## src/hdl/ata_pio_pkg.sv

```systemverilog
`default_nettype none
// ----------------------------------------------------------------------------
// ATA PIO sequencer package
// Codes, status bits and the descriptor word passed from front to back end.
// ----------------------------------------------------------------------------
package ata_pio_pkg;

    localparam int QDEPTH = 2;
    localparam int SECTOR_WORDS_LOG2 = 8;

    localparam logic [1:0] MODE_START  = 2'd0;
    localparam logic [1:0] MODE_STATUS = 2'd1;
    localparam logic [1:0] MODE_DATA   = 2'd2;

    localparam int ST_BSY_BIT = 7;
    localparam int ST_DF_BIT  = 5;
    localparam int ST_DRQ_BIT = 3;
    localparam int ST_ERR_BIT = 0;

    localparam logic [2:0] ACT_REG_WR    = 3'd0;
    localparam logic [2:0] ACT_STAT_RD   = 3'd1;
    localparam logic [2:0] ACT_DATA_RD   = 3'd2;
    localparam logic [2:0] ACT_DATA_WR   = 3'd3;
    localparam logic [2:0] ACT_NEED_WORD = 3'd4;
    localparam logic [2:0] ACT_WORD_OUT  = 3'd5;
    localparam logic [2:0] ACT_DONE      = 3'd6;
    localparam logic [2:0] ACT_ABORT     = 3'd7;

    localparam logic [2:0] OFF_DATA    = 3'd0;
    localparam logic [2:0] OFF_COUNT   = 3'd2;
    localparam logic [2:0] OFF_LBA_LO  = 3'd3;
    localparam logic [2:0] OFF_LBA_MID = 3'd4;
    localparam logic [2:0] OFF_LBA_HI  = 3'd5;
    localparam logic [2:0] OFF_DRIVE   = 3'd6;
    localparam logic [2:0] OFF_CMD     = 3'd7;

    localparam logic [7:0] CMD_READ  = 8'h20;
    localparam logic [7:0] CMD_WRITE = 8'h30;
    localparam logic [7:0] CMD_FLUSH = 8'hE7;
    localparam logic [7:0] DRIVE_LBA = 8'hE0;

    typedef enum logic [2:0] {
        HEAD_NONE,
        HEAD_CMD,
        HEAD_ABORT,
        HEAD_WORD_OUT,
        HEAD_WORD_WR
    } head_t;

    typedef enum logic [2:0] {
        TAIL_POLL,
        TAIL_DONE,
        TAIL_NEED,
        TAIL_RREQ,
        TAIL_FLUSH
    } tail_t;

    // One queued job: an optional head group of results, then a tail group
    typedef struct packed {
        head_t        head;
        tail_t        tail;
        logic [15:0]  head_val;
        logic [39:0]  head_idx;
        logic [39:0]  tail_idx;
        logic [27:0]  lba;
        logic [7:0]   count;
        logic         dir;
    } desc_t;

endpackage
`default_nettype wire

```

## src/hdl/ata_pio_front.sv

```systemverilog
`default_nettype none
// ----------------------------------------------------------------------------
// ATA PIO front end
// Accepts items, tracks transfer state and queues at most one descriptor per item.
// ----------------------------------------------------------------------------
module ata_pio_front #(
    parameter int CHUNK_SECTORS = 256
) (
    input  wire logic                aclk,
    input  wire logic                aresetn,
    input  wire logic                cfg_we,
    input  wire logic [31:0]         cfg_wdata,
    input  wire logic                s_valid,
    output logic                     s_ready,
    input  wire logic [1:0]          s_mode,
    input  wire logic                s_write_dir,
    input  wire logic                s_use_partition,
    input  wire logic [31:0]         s_lba,
    input  wire logic [31:0]         s_sector_count,
    input  wire logic [7:0]          s_status_byte,
    input  wire logic [15:0]         s_data_word,
    input  wire logic                q_full,
    output logic                     q_push,
    output ata_pio_pkg::desc_t       q_wdata
);
    import ata_pio_pkg::*;

    localparam logic [8:0] CHUNK_W = 9'(CHUNK_SECTORS);

    typedef enum logic [2:0] {
        PH_IDLE, PH_BSY_PRE, PH_DRQ, PH_RDATA, PH_WDATA, PH_FLUSH
    } phase_t;

    phase_t       phase_reg, phase_next;
    logic         dir_reg, dir_next;
    logic [31:0]  part_reg;
    logic [31:0]  lba_reg, lba_next;
    logic [31:0]  total_reg, total_next;
    logic [8:0]   chunk_reg, chunk_next;
    logic [8:0]   slc_reg, slc_next;
    logic [7:0]   wc_reg, wc_next;
    logic [39:0]  base_reg, base_next;
    logic [39:0]  wi_reg, wi_next;

    logic         accept, do_finish;
    logic [31:0]  start_lba, fin_total, fin_lba;
    logic [39:0]  fin_wi, wi_inc;
    logic [8:0]   slc_dec;

    function automatic logic [8:0] chunk_of(input logic [31:0] total);
        return (total < 32'(CHUNK_W)) ? total[8:0] : CHUNK_W;
    endfunction

    assign s_ready = !q_full;
    assign accept  = s_valid && s_ready;

    assign start_lba = s_lba + (s_use_partition ? part_reg : 32'd0);
    assign fin_total = total_reg - {23'd0, chunk_reg};
    assign fin_lba   = lba_reg + {23'd0, chunk_reg};
    assign fin_wi    = base_reg + {23'd0, chunk_reg, 8'd0};
    assign wi_inc    = wi_reg + 40'd1;
    assign slc_dec   = (slc_reg != 9'd0) ? slc_reg - 9'd1 : 9'd0;

    always_comb begin
        phase_next = phase_reg;
        dir_next   = dir_reg;
        lba_next   = lba_reg;
        total_next = total_reg;
        chunk_next = chunk_reg;
        slc_next   = slc_reg;
        wc_next    = wc_reg;
        base_next  = base_reg;
        wi_next    = wi_reg;
        do_finish  = 1'b0;
        q_push     = 1'b0;
        q_wdata          = '0;
        q_wdata.head     = HEAD_NONE;
        q_wdata.tail     = TAIL_POLL;
        q_wdata.lba      = lba_reg[27:0];
        q_wdata.count    = chunk_reg[7:0];
        q_wdata.dir      = dir_reg;
        if (accept) begin
            case (s_mode)
                MODE_START: begin
                    q_push     = 1'b1;
                    dir_next   = s_write_dir;
                    lba_next   = start_lba;
                    total_next = s_sector_count;
                    wi_next    = '0;
                    if (s_sector_count == 32'd0) begin
                        phase_next   = PH_IDLE;
                        q_wdata.tail = TAIL_DONE;
                    end else begin
                        chunk_next = chunk_of(s_sector_count);
                        slc_next   = chunk_of(s_sector_count);
                        base_next  = '0;
                        wc_next    = '0;
                        phase_next = PH_BSY_PRE;
                    end
                end
                MODE_STATUS: begin
                    case (phase_reg)
                        PH_BSY_PRE: begin
                            q_push = 1'b1;
                            if (!s_status_byte[ST_BSY_BIT]) begin
                                q_wdata.head = HEAD_CMD;
                                wc_next      = '0;
                                phase_next   = PH_DRQ;
                            end
                        end
                        PH_DRQ: begin
                            q_push = 1'b1;
                            if (s_status_byte[ST_DF_BIT] || s_status_byte[ST_ERR_BIT]) begin
                                q_wdata.head     = HEAD_ABORT;
                                q_wdata.head_val = {8'd0, s_status_byte};
                                q_wdata.head_idx = base_reg;
                                do_finish        = 1'b1;
                            end else if (s_status_byte[ST_DRQ_BIT]) begin
                                if (dir_reg) begin
                                    phase_next       = PH_WDATA;
                                    q_wdata.tail     = TAIL_NEED;
                                    q_wdata.tail_idx = wi_reg;
                                end else begin
                                    phase_next   = PH_RDATA;
                                    q_wdata.tail = TAIL_RREQ;
                                end
                            end
                        end
                        PH_FLUSH: begin
                            q_push = 1'b1;
                            if (!s_status_byte[ST_BSY_BIT]) do_finish = 1'b1;
                        end
                        default: ;
                    endcase
                end
                MODE_DATA: begin
                    if (phase_reg == PH_RDATA || phase_reg == PH_WDATA) begin
                        q_push           = 1'b1;
                        q_wdata.head_val = s_data_word;
                        if (phase_reg == PH_WDATA) begin
                            q_wdata.head = HEAD_WORD_WR;
                        end else begin
                            q_wdata.head     = HEAD_WORD_OUT;
                            q_wdata.head_idx = wi_reg;
                        end
                        wi_next = wi_inc;
                        if (wc_reg != 8'hFF) begin
                            wc_next = wc_reg + 8'd1;
                            if (phase_reg == PH_WDATA) begin
                                q_wdata.tail     = TAIL_NEED;
                                q_wdata.tail_idx = wi_inc;
                            end else begin
                                q_wdata.tail = TAIL_RREQ;
                            end
                        end else begin
                            // sector complete
                            wc_next  = '0;
                            slc_next = slc_dec;
                            if (slc_dec != 9'd0) begin
                                phase_next = PH_DRQ;
                            end else if (dir_reg) begin
                                phase_next   = PH_FLUSH;
                                q_wdata.tail = TAIL_FLUSH;
                            end else begin
                                do_finish = 1'b1;
                            end
                        end
                    end
                end
                default: ;
            endcase
            if (do_finish) begin
                lba_next   = fin_lba;
                total_next = fin_total;
                wi_next    = fin_wi;
                if (fin_total == 32'd0) begin
                    phase_next       = PH_IDLE;
                    q_wdata.tail     = TAIL_DONE;
                    q_wdata.tail_idx = fin_wi;
                end else begin
                    chunk_next   = chunk_of(fin_total);
                    slc_next     = chunk_of(fin_total);
                    base_next    = fin_wi;
                    wc_next      = '0;
                    phase_next   = PH_BSY_PRE;
                    q_wdata.tail = TAIL_POLL;
                end
            end
        end
    end

    always_ff @(posedge aclk) begin
        if (!aresetn) begin
            phase_reg <= PH_IDLE;
            dir_reg   <= 1'b0;
            part_reg  <= '0;
            lba_reg   <= '0;
            total_reg <= '0;
            chunk_reg <= '0;
            slc_reg   <= '0;
            wc_reg    <= '0;
            base_reg  <= '0;
            wi_reg    <= '0;
        end else begin
            phase_reg <= phase_next;
            dir_reg   <= dir_next;
            if (cfg_we) part_reg <= cfg_wdata;
            lba_reg   <= lba_next;
            total_reg <= total_next;
            chunk_reg <= chunk_next;
            slc_reg   <= slc_next;
            wc_reg    <= wc_next;
            base_reg  <= base_next;
            wi_reg    <= wi_next;
        end
    end

endmodule
`default_nettype wire

```

## src/hdl/ata_pio_fifo.sv

```systemverilog
`default_nettype none
// ----------------------------------------------------------------------------
// ATA PIO descriptor queue
// Short first-in first-out store between front and back end.
// ----------------------------------------------------------------------------
module ata_pio_fifo (
    input  wire logic                aclk,
    input  wire logic                aresetn,
    input  wire logic                push,
    input  wire ata_pio_pkg::desc_t  wdata,
    output logic                     full,
    input  wire logic                pop,
    output logic                     valid,
    output ata_pio_pkg::desc_t       rdata
);
    import ata_pio_pkg::*;

    localparam int PW = (QDEPTH > 1) ? $clog2(QDEPTH) : 1;

    desc_t          mem_reg [QDEPTH];
    logic [PW-1:0]  wr_ptr_reg, rd_ptr_reg;
    logic [PW:0]    count_reg;

    function automatic logic [PW-1:0] wrap_inc(input logic [PW-1:0] p);
        return (p == PW'(QDEPTH - 1)) ? '0 : p + PW'(1);
    endfunction

    assign full  = count_reg == (PW+1)'(QDEPTH);
    assign valid = count_reg != '0;
    assign rdata = mem_reg[rd_ptr_reg];

    always_ff @(posedge aclk) begin
        if (push) mem_reg[wr_ptr_reg] <= wdata;
    end

    always_ff @(posedge aclk) begin
        if (!aresetn) begin
            wr_ptr_reg <= '0;
            rd_ptr_reg <= '0;
            count_reg  <= '0;
        end else begin
            if (push) wr_ptr_reg <= wrap_inc(wr_ptr_reg);
            if (pop)  rd_ptr_reg <= wrap_inc(rd_ptr_reg);
            if (push && !pop)      count_reg <= count_reg + (PW+1)'(1);
            else if (pop && !push) count_reg <= count_reg - (PW+1)'(1);
        end
    end

endmodule
`default_nettype wire

```

## src/hdl/ata_pio_back.sv

```systemverilog
`default_nettype none
// ----------------------------------------------------------------------------
// ATA PIO back end
// Expands each queued descriptor into its result words, one per cycle while m_ready does not hold the output.
// ----------------------------------------------------------------------------
module ata_pio_back (
    input  wire logic                aclk,
    input  wire logic                aresetn,
    input  wire logic                q_valid,
    input  wire ata_pio_pkg::desc_t  q_rdata,
    output logic                     q_pop,
    output logic                     m_valid,
    input  wire logic                m_ready,
    output logic [2:0]               m_action,
    output logic [2:0]               m_reg_offset,
    output logic [15:0]              m_value,
    output logic [39:0]              m_buffer_index,
    output logic                     m_last
);
    import ata_pio_pkg::*;

    logic [2:0]  step_reg;
    logic        m_valid_reg;
    logic [2:0]  act_reg, off_reg;
    logic [15:0] val_reg;
    logic [39:0] idx_reg;
    logic        last_reg;

    logic [2:0]  head_len, tail_len, total, tstep;
    logic        load, is_last;
    logic [2:0]  act_n, off_n;
    logic [15:0] val_n;
    logic [39:0] idx_n;

    always_comb begin
        case (q_rdata.head)
            HEAD_CMD:                               head_len = 3'd6;
            HEAD_ABORT, HEAD_WORD_OUT, HEAD_WORD_WR: head_len = 3'd1;
            default:                                head_len = 3'd0;
        endcase
        tail_len = (q_rdata.tail == TAIL_FLUSH) ? 3'd2 : 3'd1;
    end

    assign total   = head_len + tail_len;
    assign tstep   = step_reg - head_len;
    assign is_last = step_reg == total - 3'd1;
    assign load    = q_valid && (!m_valid_reg || m_ready);
    assign q_pop   = load && is_last;

    always_comb begin
        act_n = ACT_STAT_RD;
        off_n = OFF_CMD;
        val_n = '0;
        idx_n = '0;
        if (step_reg < head_len) begin
            case (q_rdata.head)
                HEAD_CMD: begin
                    act_n = ACT_REG_WR;
                    case (step_reg)
                        3'd0: begin off_n = OFF_COUNT;   val_n = {8'd0, q_rdata.count};      end
                        3'd1: begin off_n = OFF_LBA_LO;  val_n = {8'd0, q_rdata.lba[7:0]};   end
                        3'd2: begin off_n = OFF_LBA_MID; val_n = {8'd0, q_rdata.lba[15:8]};  end
                        3'd3: begin off_n = OFF_LBA_HI;  val_n = {8'd0, q_rdata.lba[23:16]}; end
                        3'd4: begin
                            off_n = OFF_DRIVE;
                            val_n = {8'd0, DRIVE_LBA | {4'd0, q_rdata.lba[27:24]}};
                        end
                        default: begin
                            off_n = OFF_CMD;
                            val_n = {8'd0, q_rdata.dir ? CMD_WRITE : CMD_READ};
                        end
                    endcase
                end
                HEAD_ABORT: begin
                    act_n = ACT_ABORT; off_n = OFF_DATA;
                    val_n = q_rdata.head_val; idx_n = q_rdata.head_idx;
                end
                HEAD_WORD_OUT: begin
                    act_n = ACT_WORD_OUT; off_n = OFF_DATA;
                    val_n = q_rdata.head_val; idx_n = q_rdata.head_idx;
                end
                default: begin
                    act_n = ACT_DATA_WR; off_n = OFF_DATA; val_n = q_rdata.head_val;
                end
            endcase
        end else begin
            case (q_rdata.tail)
                TAIL_DONE: begin
                    act_n = ACT_DONE; off_n = OFF_DATA; idx_n = q_rdata.tail_idx;
                end
                TAIL_NEED: begin
                    act_n = ACT_NEED_WORD; off_n = OFF_DATA; idx_n = q_rdata.tail_idx;
                end
                TAIL_RREQ: begin
                    act_n = ACT_DATA_RD; off_n = OFF_DATA;
                end
                TAIL_FLUSH: begin
                    if (tstep == 3'd0) begin
                        act_n = ACT_REG_WR; val_n = {8'd0, CMD_FLUSH};
                    end
                end
                default: ;
            endcase
        end
    end

    always_ff @(posedge aclk) begin
        if (!aresetn) begin
            step_reg    <= '0;
            m_valid_reg <= 1'b0;
        end else if (load) begin
            m_valid_reg <= 1'b1;
            step_reg    <= is_last ? 3'd0 : step_reg + 3'd1;
        end else if (m_ready) begin
            m_valid_reg <= 1'b0;
        end
    end

    always_ff @(posedge aclk) begin
        if (load) begin
            act_reg  <= act_n;
            off_reg  <= off_n;
            val_reg  <= val_n;
            idx_reg  <= idx_n;
            last_reg <= is_last;
        end
    end

    assign m_valid        = m_valid_reg;
    assign m_action       = act_reg;
    assign m_reg_offset   = off_reg;
    assign m_value        = val_reg;
    assign m_buffer_index = idx_reg;
    assign m_last         = last_reg;

`ifndef SYNTHESIS
    a_step_in_range: assert property (@(posedge aclk) disable iff (!aresetn)
        q_valid |-> step_reg < total)
        else $error("step beyond descriptor length");
    a_step_idle_zero: assert property (@(posedge aclk) disable iff (!aresetn)
        !q_valid |-> step_reg == 3'd0)
        else $error("step left mid-descriptor with queue empty");
    a_done_is_last: assert property (@(posedge aclk) disable iff (!aresetn)
        m_valid_reg && act_reg == ACT_DONE |-> last_reg)
        else $error("done word not marked last");
    a_pop_clears: assert property (@(posedge aclk) disable iff (!aresetn)
        q_pop |=> step_reg == 3'd0)
        else $error("step not cleared after pop");
`endif

endmodule
`default_nettype wire

```

## src/hdl/ata_pio_transfer_sequencer_unit.sv

```systemverilog
`default_nettype none
// ----------------------------------------------------------------------------
// ATA PIO transfer sequencer
// Host-side LBA28 PIO engine: chunking, task-file writes, polling, data moves.
// ----------------------------------------------------------------------------
// The front end takes one item per cycle, stalling only when the queue is
// full, and updates the transfer state at once; each item its phase accepts
// yields a descriptor in a two-entry queue, and the back end emits result
// words at one word per cycle while m_ready does not hold the output. Results
// per item: two for most data words, one for a poll, seven for the task-file
// burst that starts a chunk; the back end has a single output register stage.
// ----------------------------------------------------------------------------
module ata_pio_transfer_sequencer_unit #(
    parameter int CHUNK_SECTORS = 256
) (
    input  wire logic         aclk,
    input  wire logic         aresetn,
    input  wire logic         cfg_we,
    input  wire logic [31:0]  cfg_wdata,
    input  wire logic         s_valid,
    output logic              s_ready,
    input  wire logic [1:0]   s_mode,
    input  wire logic         s_write_dir,
    input  wire logic         s_use_partition,
    input  wire logic [31:0]  s_lba,
    input  wire logic [31:0]  s_sector_count,
    input  wire logic [7:0]   s_status_byte,
    input  wire logic [15:0]  s_data_word,
    output logic              m_valid,
    input  wire logic         m_ready,
    output logic [2:0]        m_action,
    output logic [2:0]        m_reg_offset,
    output logic [15:0]       m_value,
    output logic [39:0]       m_buffer_index,
    output logic              m_last
);
    import ata_pio_pkg::*;

    logic  q_full, q_push, q_valid, q_pop;
    desc_t q_wdata, q_rdata;

    ata_pio_front #(.CHUNK_SECTORS(CHUNK_SECTORS)) u_front (
        .aclk, .aresetn, .cfg_we, .cfg_wdata,
        .s_valid, .s_ready, .s_mode, .s_write_dir, .s_use_partition,
        .s_lba, .s_sector_count, .s_status_byte, .s_data_word,
        .q_full, .q_push, .q_wdata
    );

    ata_pio_fifo u_fifo (
        .aclk, .aresetn,
        .push(q_push), .wdata(q_wdata), .full(q_full),
        .pop(q_pop), .valid(q_valid), .rdata(q_rdata)
    );

    ata_pio_back u_back (
        .aclk, .aresetn, .q_valid, .q_rdata, .q_pop,
        .m_valid, .m_ready, .m_action, .m_reg_offset, .m_value,
        .m_buffer_index, .m_last
    );

endmodule
`default_nettype wire
```

## config.mk

```make
export PLATFORM = sky130hd
export DESIGN_NAME = ata_pio_transfer_sequencer_unit
export DESIGN_NICKNAME = d
export VERILOG_FILES = /design/src/hdl/ata_pio_pkg.sv /design/src/hdl/ata_pio_front.sv /design/src/hdl/ata_pio_fifo.sv /design/src/hdl/ata_pio_back.sv /design/src/hdl/ata_pio_transfer_sequencer_unit.sv
export SDC_FILE = /design/constraint.sdc
export NUM_CORES = 1
export LEC_CHECK = 0
export CAP_MARGIN = 30
export CORE_AREA = 2 2 229 231
export DETAILED_ROUTE_END_ITERATION = 10
export DIE_AREA = 0 0 231 233
export DONT_BUFFER_PORTS = 1
export GPL_TIMING_DRIVEN = 0
export PLACE_DENSITY = 0.73
export SYNTH_ARGS = -nofsm -noshare
export SYNTH_HDL_FRONTEND = slang
export SYNTH_SLANG_ARGS = --single-unit
```

## constraint.sdc

```tcl
create_clock -name aclk -period 15.8 [get_ports aclk]
set_input_delay 1.58 -clock aclk [delete_from_list [all_inputs] [get_ports aclk]]
set_output_delay 1.58 -clock aclk [all_outputs]
set_load 0.1 [all_outputs]
```

==> metrics.md, run 1 <==
| Metric | Value |
|---|---|
| Fill count | `4169` |
| Clock power frac | `28.1%` |
| R2R Path End | `u_fifo.mem_reg[0][73]` |
| RSZ-0062 raised after global routing | `false` |
| Share of cells above drive strength 1 | `7.01%` |
| CTS H-tree depth | `2` |
| Reg power frac | `47.5%` |
| DR vias/cell | `6.82` |
| CP endpoint kind | `flip-flop` |
| Maxcap violations | `0` |
| Rel. slew slack | `19.3%` |
| Worst-path fanout max | `10` |
| Routability Congestion | `0.979` |
| CTS hold repair buffers | `0` |
| DRC Markers | `0` |
| Setup crit end | `u_front.total_reg[27]` |
| Critical Path RT | `16.37 ns` |
| Clock net sink count | `548` |
| WS Path Type | `in2reg` |
| Crit share post-route | `42.4%` |
| Critical path depth | `15` |
| Placeable Area | `0.0511 mm2` |
| Initial antenna violation count | `2` |
| PD cells | `157 mW/mm2` |
| First-pass GRT wire length | `157 mm` |
| Tot GR Track Use | `38.9%` |
| Synth-to-layout area growth | `12.2%` |
| Synthesis-stage register bit count | `548` |
| Root Buffer Master | `clkbuf_16` |
| Pin count of the biggest net entering global routing | `62` |
| Ys async rst share | `0%` |
| Syn_area_per_cell | `9.84 um2` |
| Crit start category | `primary input` |
| Nets | `3310` |
| HP Class | `reg2reg` |
| DRT iter0 DRCs | `3642` |
| Comb pwr share | `24.5%` |
| First-pass iteration count of the detailed router | `6` |
| Worst skew pair latency | `0.64 ns` |
| Int Power | `3.02 mW` |
| Drt total wl | `107 mm` |
| Min cycle time layout | `6.69 ns` |
| Rows | `83` |
| CTS resizes | `0` |
| Synth Cell Area | `0.0295 mm2` |
| Die area | `0.0538 mm2` |
| Leakage power | `11.2 nW` |
| Setup ws final | `9.11 ns` |
| Syn Inst Count | `2996` |
| Sw Ratio | `41.8%` |
| CP top delay family | `buffers and inverters` |
| Largest register FFs | `278` |
| Fin. Hold Viols | `0` |
| Maximum clock insertion buffer count | `3` |
| I/O Buffers | `0` |
| Post-synth EDFFs | `341` |
| R2R Path Start | `u_front.chunk_reg[1]` |
| R2R cell count | `13` |
| Achievable Freq | `149 MHz` |
| Clock slew at reported path FFs | `0.06 ns` |
| Crit path launch | `s_mode[0]` |
| CTS tree | `built` |
| Die height | `233 um` |
| DP Wirelength | `78.2 mm` |
| Final antenna-violating net count | `0` |
| WL met3 | `11.0 mm` |
| Yosys warnings | `0` |
| Worst R2R Setup Slack | `9.57 ns` |
| Initial Util | `57.7%` |
| Least-Margin Pin Slew | `1.18 ns` |
| CP bufs+invs | `6` |
| Setup bufs post-CTS | `0` |
| Number of global-route vias before repair | `24700` |
| Sw Pwr | `2.17 mW` |
| Largest area contributor in the netlist | `edfxtp_1` |
| Final Core Density | `64.8%` |
| Status | `finished, final reports clean` |
| Syn nets | `3203` |
| Total number of vias | `26200` |
| Synth top area cells | `edfxtp_1 35%, dfxtp_1 14%, mux2i_1 4.8%` |
| Final setup violation count | `0` |
| Place WS | `8.86 ns` |
| GRT Residual Overflow | `0` |
| CP arrival | `7.26 ns` |
| Synth top area share | `34.7%` |
| Maximum vdd drop | `0.110 mV` |
| Yosys cell types | `90` |
| Max Used Layer | `met5` |
| Metal-1 WL | `41.8 mm` |
| Sequential cell area fraction in the yosys report | `48.8%` |
| Metal2 WL | `47.3 mm` |
| Slew Limit Fails | `0` |
| Slowest cell on the critical path | `a21oi_1` |
| Post-synth top flop | `edfxtp_1` |
| DR WL/cell | `27.8 um` |
| Top-level I/O count | `194` |
| Worst Skew | `0.0312 ns` |
| Crit-path cells | `inv_1, ha_1, clkbuf_1, clkinv_1, a21oi_1, nand2_1, nor4_1, o21ai_1, nand2_1, buf_1, buf_6, clkbuf_1, o21ai_0, a21boi_0, o21a_1` |
| Critical Path Max Stage Delay | `0.86 ns` |
| Die W | `231 um` |
| CTS Buf Count | `57` |
synthesized netlist by cell type (48+ instances only):
cell      instances
o21ai_0         165
and3_1           49
xnor2_1          61
mux2i_1         142
clkbuf_1        162
nand3_1          69
a211oi_1         48
nand2_1         260
dfxtp_1         207
a22oi_1          69
ha_1             72
nor3_1           70
o22ai_1          60
inv_1            71
edfxtp_1        341
nor2_1          273
a21oi_1         202
power by group through the flow:
stage | sequential, mW | combinational [mW] | clock, mW
global route | 2.47 | 1.36 | 1.52
detailed placement | 2.49 | 1.23 | 0
floorplan | 2.46 | 0.825 | 0
CTS | 2.46 | 1.25 | 1.46
finish | 2.47 | 1.27 | 1.46
global placement | 2.52 | 1.15 | 0
kinds of logic after synthesis:
group,Yosys count,synth area share [%]
and+or+nand+nor,966,15.8
adders and majority gates,78,3.46
xor gates and xnor gates,101,3.00
buffers and inverters,276,3.65
AOI/OAI and AO/OA,871,19.9
DFF,548,48.8
muxes,156,5.36
worst min path at each step:
stage | startpoint | to | slack (ns) | cells past startpoint
2_1_floorplan | u_front.dir_reg | u_fifo.mem_reg[0][0] | 0.42 | 0
3_3_place_gp | u_front.base_reg[6] | u_front.base_reg[6] | 0.45 | 2
3_5_place_dp | u_front.total_reg[2] | u_front.total_reg[2] | 0.45 | 2
4_1_cts | u_front.total_reg[2] | u_front.total_reg[2] | 0.46 | 2
5_1_grt | u_front.total_reg[2] | u_front.total_reg[2] | 0.47 | 2
6_report | u_front.total_reg[8] | u_front.total_reg[8] | 0.47 | 2
worst register-to-register path: cells and delay by family, from the launching register on:
family,cells,cell delay [ns]
fa+ha+maj,1,0.34
simple gates,3,1.11
buf+inv,3,0.97
compound gates,6,2.91
flops,1,0.63
layer usage:
metal	up-vias	GRT usage (%)
met5	-	0
met4	2	21.7
met3	398	7.99
met2	1657	60.6
met1	12600	50.9
li1	11500	-
cells in the final DEF, fill, tap and decap left out, types with 23 or more instances in the layout:
cell,n
edfxtp_1,341
nor2_1,272
nand2_1,260
dfxtp_1,207
a21oi_1,202
clkbuf_1,169
o21ai_0,165
mux2i_1,142
ha_1,72
inv_1,71
nor3_1,70
nand3_1,69
a22oi_1,69
xnor2_1,61
o22ai_1,60
clkbuf_16,57
and3_1,49
a211oi_1,47
and2_1,41
xor2_1,40
or3_1,37
nand4_1,31
o21a_1,30
buf_1,28
o211ai_1,26
a21o_1,26
nor2b_1,25
nor4_1,25
a22o_1,25
buf_8,23
cell type report:
class	count	area [um2]	share of cell area, %
diodes	2	5.00	0.0151
clock inverters	40	518	1.57
flip-flops and latches	548	14400	43.5
multi-input cells	2172	14100	42.5
clock buffers	68	1510	4.56
plain buffers	202	800	2.42
inverters	74	278	0.840
well taps	680	851	2.57
repair buffers	48	687	2.08
metrics by stage:
step | TNS [ns] | instance area [um2] | hold slack, ns | cells | total power [mW]
5_1_grt | 0 | 33100 | 0.470 | 3832 | 5.35
4_1_cts | 0 | 33100 | 0.462 | 3830 | 5.17
3_3_place_gp | -46.83 | 30300 | 0.447 | 3676 | 3.66
3_5_place_dp | 0 | 31000 | 0.454 | 3722 | 3.72
6_report | 0 | 33100 | 0.467 | 3834 | 5.19
2_1_floorplan | 0 | 29500 | 0.420 | 2996 | 3.29
No activity file was read; power rests on OpenSTA's default activity.
==> run 2, diff against run 1 <==
--- a/config.mk
+++ b/config.mk
@@ -5,13 +5,14 @@
 export SDC_FILE = /design/constraint.sdc
 export NUM_CORES = 1
 export LEC_CHECK = 0
+export ABC_AREA = 1
 export CAP_MARGIN = 30
-export CORE_AREA = 2 2 229 231
+export CORE_AREA = 2 2 234 236
 export DETAILED_ROUTE_END_ITERATION = 10
-export DIE_AREA = 0 0 231 233
+export DIE_AREA = 0 0 236 238
 export DONT_BUFFER_PORTS = 1
 export GPL_TIMING_DRIVEN = 0
-export PLACE_DENSITY = 0.73
+export PLACE_DENSITY = 0.74
 export SYNTH_ARGS = -nofsm -noshare
 export SYNTH_HDL_FRONTEND = slang
 export SYNTH_SLANG_ARGS = --single-unit
==> constraint.sdc (replaced) <==
create_clock -name aclk -period 6.09 [get_ports aclk]
set_input_delay 0.609 -clock aclk [delete_from_list [all_inputs] [get_ports aclk]]
set_output_delay 0.609 -clock aclk [all_outputs]
set_load 0.1 [all_outputs]
==> run 2 against run 1 <==
- global-route usage is 0.11 points lower
- worst hold slack lost 0.37 ns
- wire length is 4.5% higher
- count of clock-buffer cells in the layout grew 3
- clock power grew to 2.6 times the previous value
- non-clock buffer count shrank 50
- largest power group unchanged
==> metrics.md, run 2 <==
| Metric | Value |
|---|---|
| Placeable Area | `0.0535 mm2 (was 0.0511 mm2)` |
| Worst skew pair latency | `0.65 ns (was 0.64 ns)` |
| Min cycle time layout | `4.73 ns` |
| Achievable Freq | `211 MHz` |
| Share of cells above drive strength 1 | `5.42% (was 7.01%)` |
| Final antenna-violating net count | `0 (unchanged)` |
| CTS H-tree depth | `2 (unchanged)` |
| Place WS | `1.44 ns (was 8.86 ns)` |
| Total number of vias | `29500 (was 26200)` |
| Leakage power | `13.3 nW (was 11.2 nW)` |
| Crit-path cells | `inv_1, fa_1, nand2_1, nand2_1, nand3_1, nand2_1, nand2_1, nand2_1, nand2_1, nand2_1, nor2_1, nand3_2, nor2_4, nand4_4, nor2_4, buf_6, nand2_1, a21oi_1 (was inv_1, ha_1, clkbuf_1, clkinv_1, a21oi_1, nand2_1, nor4_1, o21ai_1, nand2_1, buf_1, buf_6, clkbuf_1, o21ai_0, a21boi_0, o21a_1)` |
| Rows | `85 (was 83)` |
| Synthesis-stage register bit count | `548 (unchanged)` |
| Initial antenna violation count | `2 (unchanged)` |
| Routability Congestion | `1.05 (was 0.979)` |
| CP top delay family | `simple AND/OR/NAND/NOR gates (was buffers and inverters)` |
| Hold WS | `0.0973 ns (was 0.467 ns)` |
| CTS Buf Count | `57 (unchanged)` |
| Most common cell in the netlist | `nand2_1 (was edfxtp_1)` |
| DRT iter0 DRCs | `3399 (was 3642)` |
| Setup ws final | `1.36 ns (was 9.11 ns)` |
| Rel. slew slack | `33.2% (was 19.3%)` |
| Final setup violation count | `0 (unchanged)` |
| Critical Path Max Stage Delay | `0.68 ns (was 0.86 ns)` |
| I/O Buffers | `0 (unchanged)` |
| DRC Markers | `0 (unchanged)` |
| Status | `finished, final reports clean (unchanged)` |
| Sequential cell area fraction in the yosys report | `45.9% (was 48.8%)` |
| Clock net sink count | `548 (unchanged)` |
| Commonest non-fill, non-tap cell in the layout | `nand2_1 (was edfxtp_1)` |
| Crit share post-route | `77.7%` |
| Synth top area share | `32.7% (was 34.7%)` |
| First-pass iteration count of the detailed router | `6 (unchanged)` |
| Maximum clock insertion buffer count | `3 (unchanged)` |
| Root Buffer Master | `clkbuf_16 (unchanged)` |
| HP Class | `in2reg (was reg2reg)` |
| First-pass GRT wire length | `164 mm (was 157 mm)` |
| Nets | `4293 (was 3310)` |
| Tot GR Track Use | `38.8% (was 38.9%)` |
| Yosys warnings | `0 (unchanged)` |
| Die area | `0.0562 mm2 (was 0.0538 mm2)` |
| Initial Util | `58.6% (was 57.7%)` |
| Ys async rst share | `0% (unchanged)` |
| Synth Cell Area | `0.0313 mm2 (was 0.0295 mm2)` |
| Drt total wl | `111 mm (was 107 mm)` |
| Total power | `14.2 mW (was 5.19 mW)` |
| Post-synth top cells | `892 x nand2_1, 478 x nor2_1, 426 x inv_1 (was 341 x edfxtp_1, 273 x nor2_1, 260 x nand2_1)` |
| Synth top area cells | `edfxtp_1 33%, dfxtp_1 13%, nand2_1 11% (was edfxtp_1 35%, dfxtp_1 14%, mux2i_1 4.8%)` |
| Cell mode on critical path | `nand2_1` |
| RSZ-0062 raised after global routing | `false (unchanged)` |
| DR vias/cell | `6.10 (was 6.82)` |
| CTS hold repair buffers | `0 (unchanged)` |
| Clock slew at reported path FFs | `0.07 ns (was 0.06 ns)` |
| CTS tree | `built (unchanged)` |
| Worst-path fanout max | `10 (unchanged)` |
| Slew Limit Fails | `0 (unchanged)` |
| Syn Inst Count | `4013 (was 2996)` |
| Critical Path RT | `6.47 ns (was 16.37 ns)` |
| Top-level I/O count | `194 (unchanged)` |
| Fill count | `4710 (was 4169)` |
| Pin count of the biggest net entering global routing | `34 (was 62)` |
| CP endpoint kind | `flip-flop (unchanged)` |
| Die height | `238 um (was 233 um)` |
| DP Wirelength | `86.0 mm (was 78.2 mm)` |
| GRT Residual Overflow | `0 (unchanged)` |
| Maxcap violations | `0 (unchanged)` |
| Syn nets | `4220 (was 3203)` |
| Post-synth top flop | `edfxtp_1 (unchanged)` |
| CP bufs+invs | `2 (was 6)` |
| Post-synth EDFFs | `341 (unchanged)` |
| Largest register FFs | `278 (unchanged)` |
| Worst Skew | `0.0147 ns (was 0.0312 ns)` |
| Largest area contributor in the netlist | `edfxtp_1 (unchanged)` |
| Least-Margin Pin Slew | `1.00 ns (was 1.18 ns)` |
| CTS resizes | `0 (unchanged)` |
| Maximum vdd drop | `0.319 mV (was 0.110 mV)` |
| Number of global-route vias before repair | `27100 (was 24700)` |
| PD cells | `411 mW/mm2 (was 157 mW/mm2)` |
| DR WL/cell | `23.0 um (was 27.8 um)` |
| Syn_area_per_cell | `7.81 um2 (was 9.84 um2)` |
| Die W | `236 um (was 231 um)` |
| Setup bufs post-CTS | `0 (unchanged)` |
| Yosys cell types | `59 (was 90)` |
| Synth-to-layout area growth | `10.4% (was 12.2%)` |
| CP arrival | `5.11 ns (was 7.26 ns)` |
| Most frequent cells in the layout | `892 x nand2_1, 476 x nor2_1, 426 x inv_1 (was 341 x edfxtp_1, 272 x nor2_1, 260 x nand2_1)` |
| Crit start category | `flip-flop (was primary input)` |
| Fin. Hold Viols | `0 (unchanged)` |
| Slowest cell on the critical path | `dfxtp_1 (was a21oi_1)` |
| WS Path Type | `reg2reg (was in2reg)` |
==> run 2: cell types whose count changed in the layout (fill, tap and decap cells not counted), moves of 37 or more <==
cell	delta
a21oi_1	+73
nand2_1	+632
inv_1	+355
a211oi_1	-43
nand3_1	+190
a22oi_1	-69
and3_1	-46
or3_1	-37
o21ai_0	+115
nor2_1	+204
and2_1	-38
xnor2_1	-40
mux2i_1	-97
==> run 2: where the power goes <==
part           switching (mW)  total [mW]  internal, mW
Combinational            2.92        4.07          1.15
Sequential               1.77        6.33          4.56
Clock                    1.59        3.83          2.24
Total                    6.28        14.2          7.95
==> run 2: layout make-up <==
| type | instances | area (um2) | share of cell area (%) |
|---|---|---|---|
| antenna | 3 | 7.51 | 0.0217 |
| buffer | 186 | 805 | 2.33 |
| clock buffer | 71 | 1580 | 4.57 |
| clock inverter | 37 | 495 | 1.43 |
| inverter | 446 | 1680 | 4.84 |
| multi-input combinational | 2833 | 14500 | 41.9 |
| sequential | 548 | 14400 | 41.6 |
| tap | 696 | 871 | 2.52 |
| timing repair buffer | 14 | 267 | 0.771 |
==> run 2: path summary, 6_finish.rpt <==
| path | start | endpoint | slack [ns] | depth (start not counted) |
|---|---|---|---|---|
| worst min-delay path | cfg_wdata[26] | u_front.part_reg[26] | 0.1 | 2 |
| worst max register to register | u_front.chunk_reg[1] | u_fifo.mem_reg[0][51] | 1.36 | 18 |
| worst max-delay path | u_front.chunk_reg[1] | u_fifo.mem_reg[0][51] | 1.36 | 18 |
| worst min register to register | u_front.wc_reg[5] | u_front.wc_reg[5] | 0.47 | 2 |
==> run 2: through the flow <==
stage                     instances  instance area (um2)  TNS [ns]  utilization, %
after floorplan                4013                31300         0               -
after global placement         4709                32200   -742.92            60.2
after detailed placement       4722                32500         0            60.7
after CTS                      4830                34600         0            64.6
after global routing           4831                34600         0            64.6
final                          4834                34600         0            64.7
==> run 2: metal layers <==
metal | share of wire (%) | GRT usage [%] | vias up
met4 | 5.0 | 17.9 | 0
met3 | 11 | 9.20 | 304
met5 | 0 | 0 | -
met1 | 40 | 50.9 | 13600
met2 | 44 | 61.2 | 1780
li1 | - | - | 13700
==> run 2: logic make-up (layout without fill, tap and decap cells) <==
kind of cell	count (synthesis)	count (layout)	synth area share, %
compound gates	790	790	14.4
xor+xnor	82	82	2.32
fa+ha+maj	78	78	3.26
buf+inv	632	754	7.91
flops	548	548	45.9
mux	45	45	1.44
other cells	0	3	0
simple gates	1838	1838	24.8
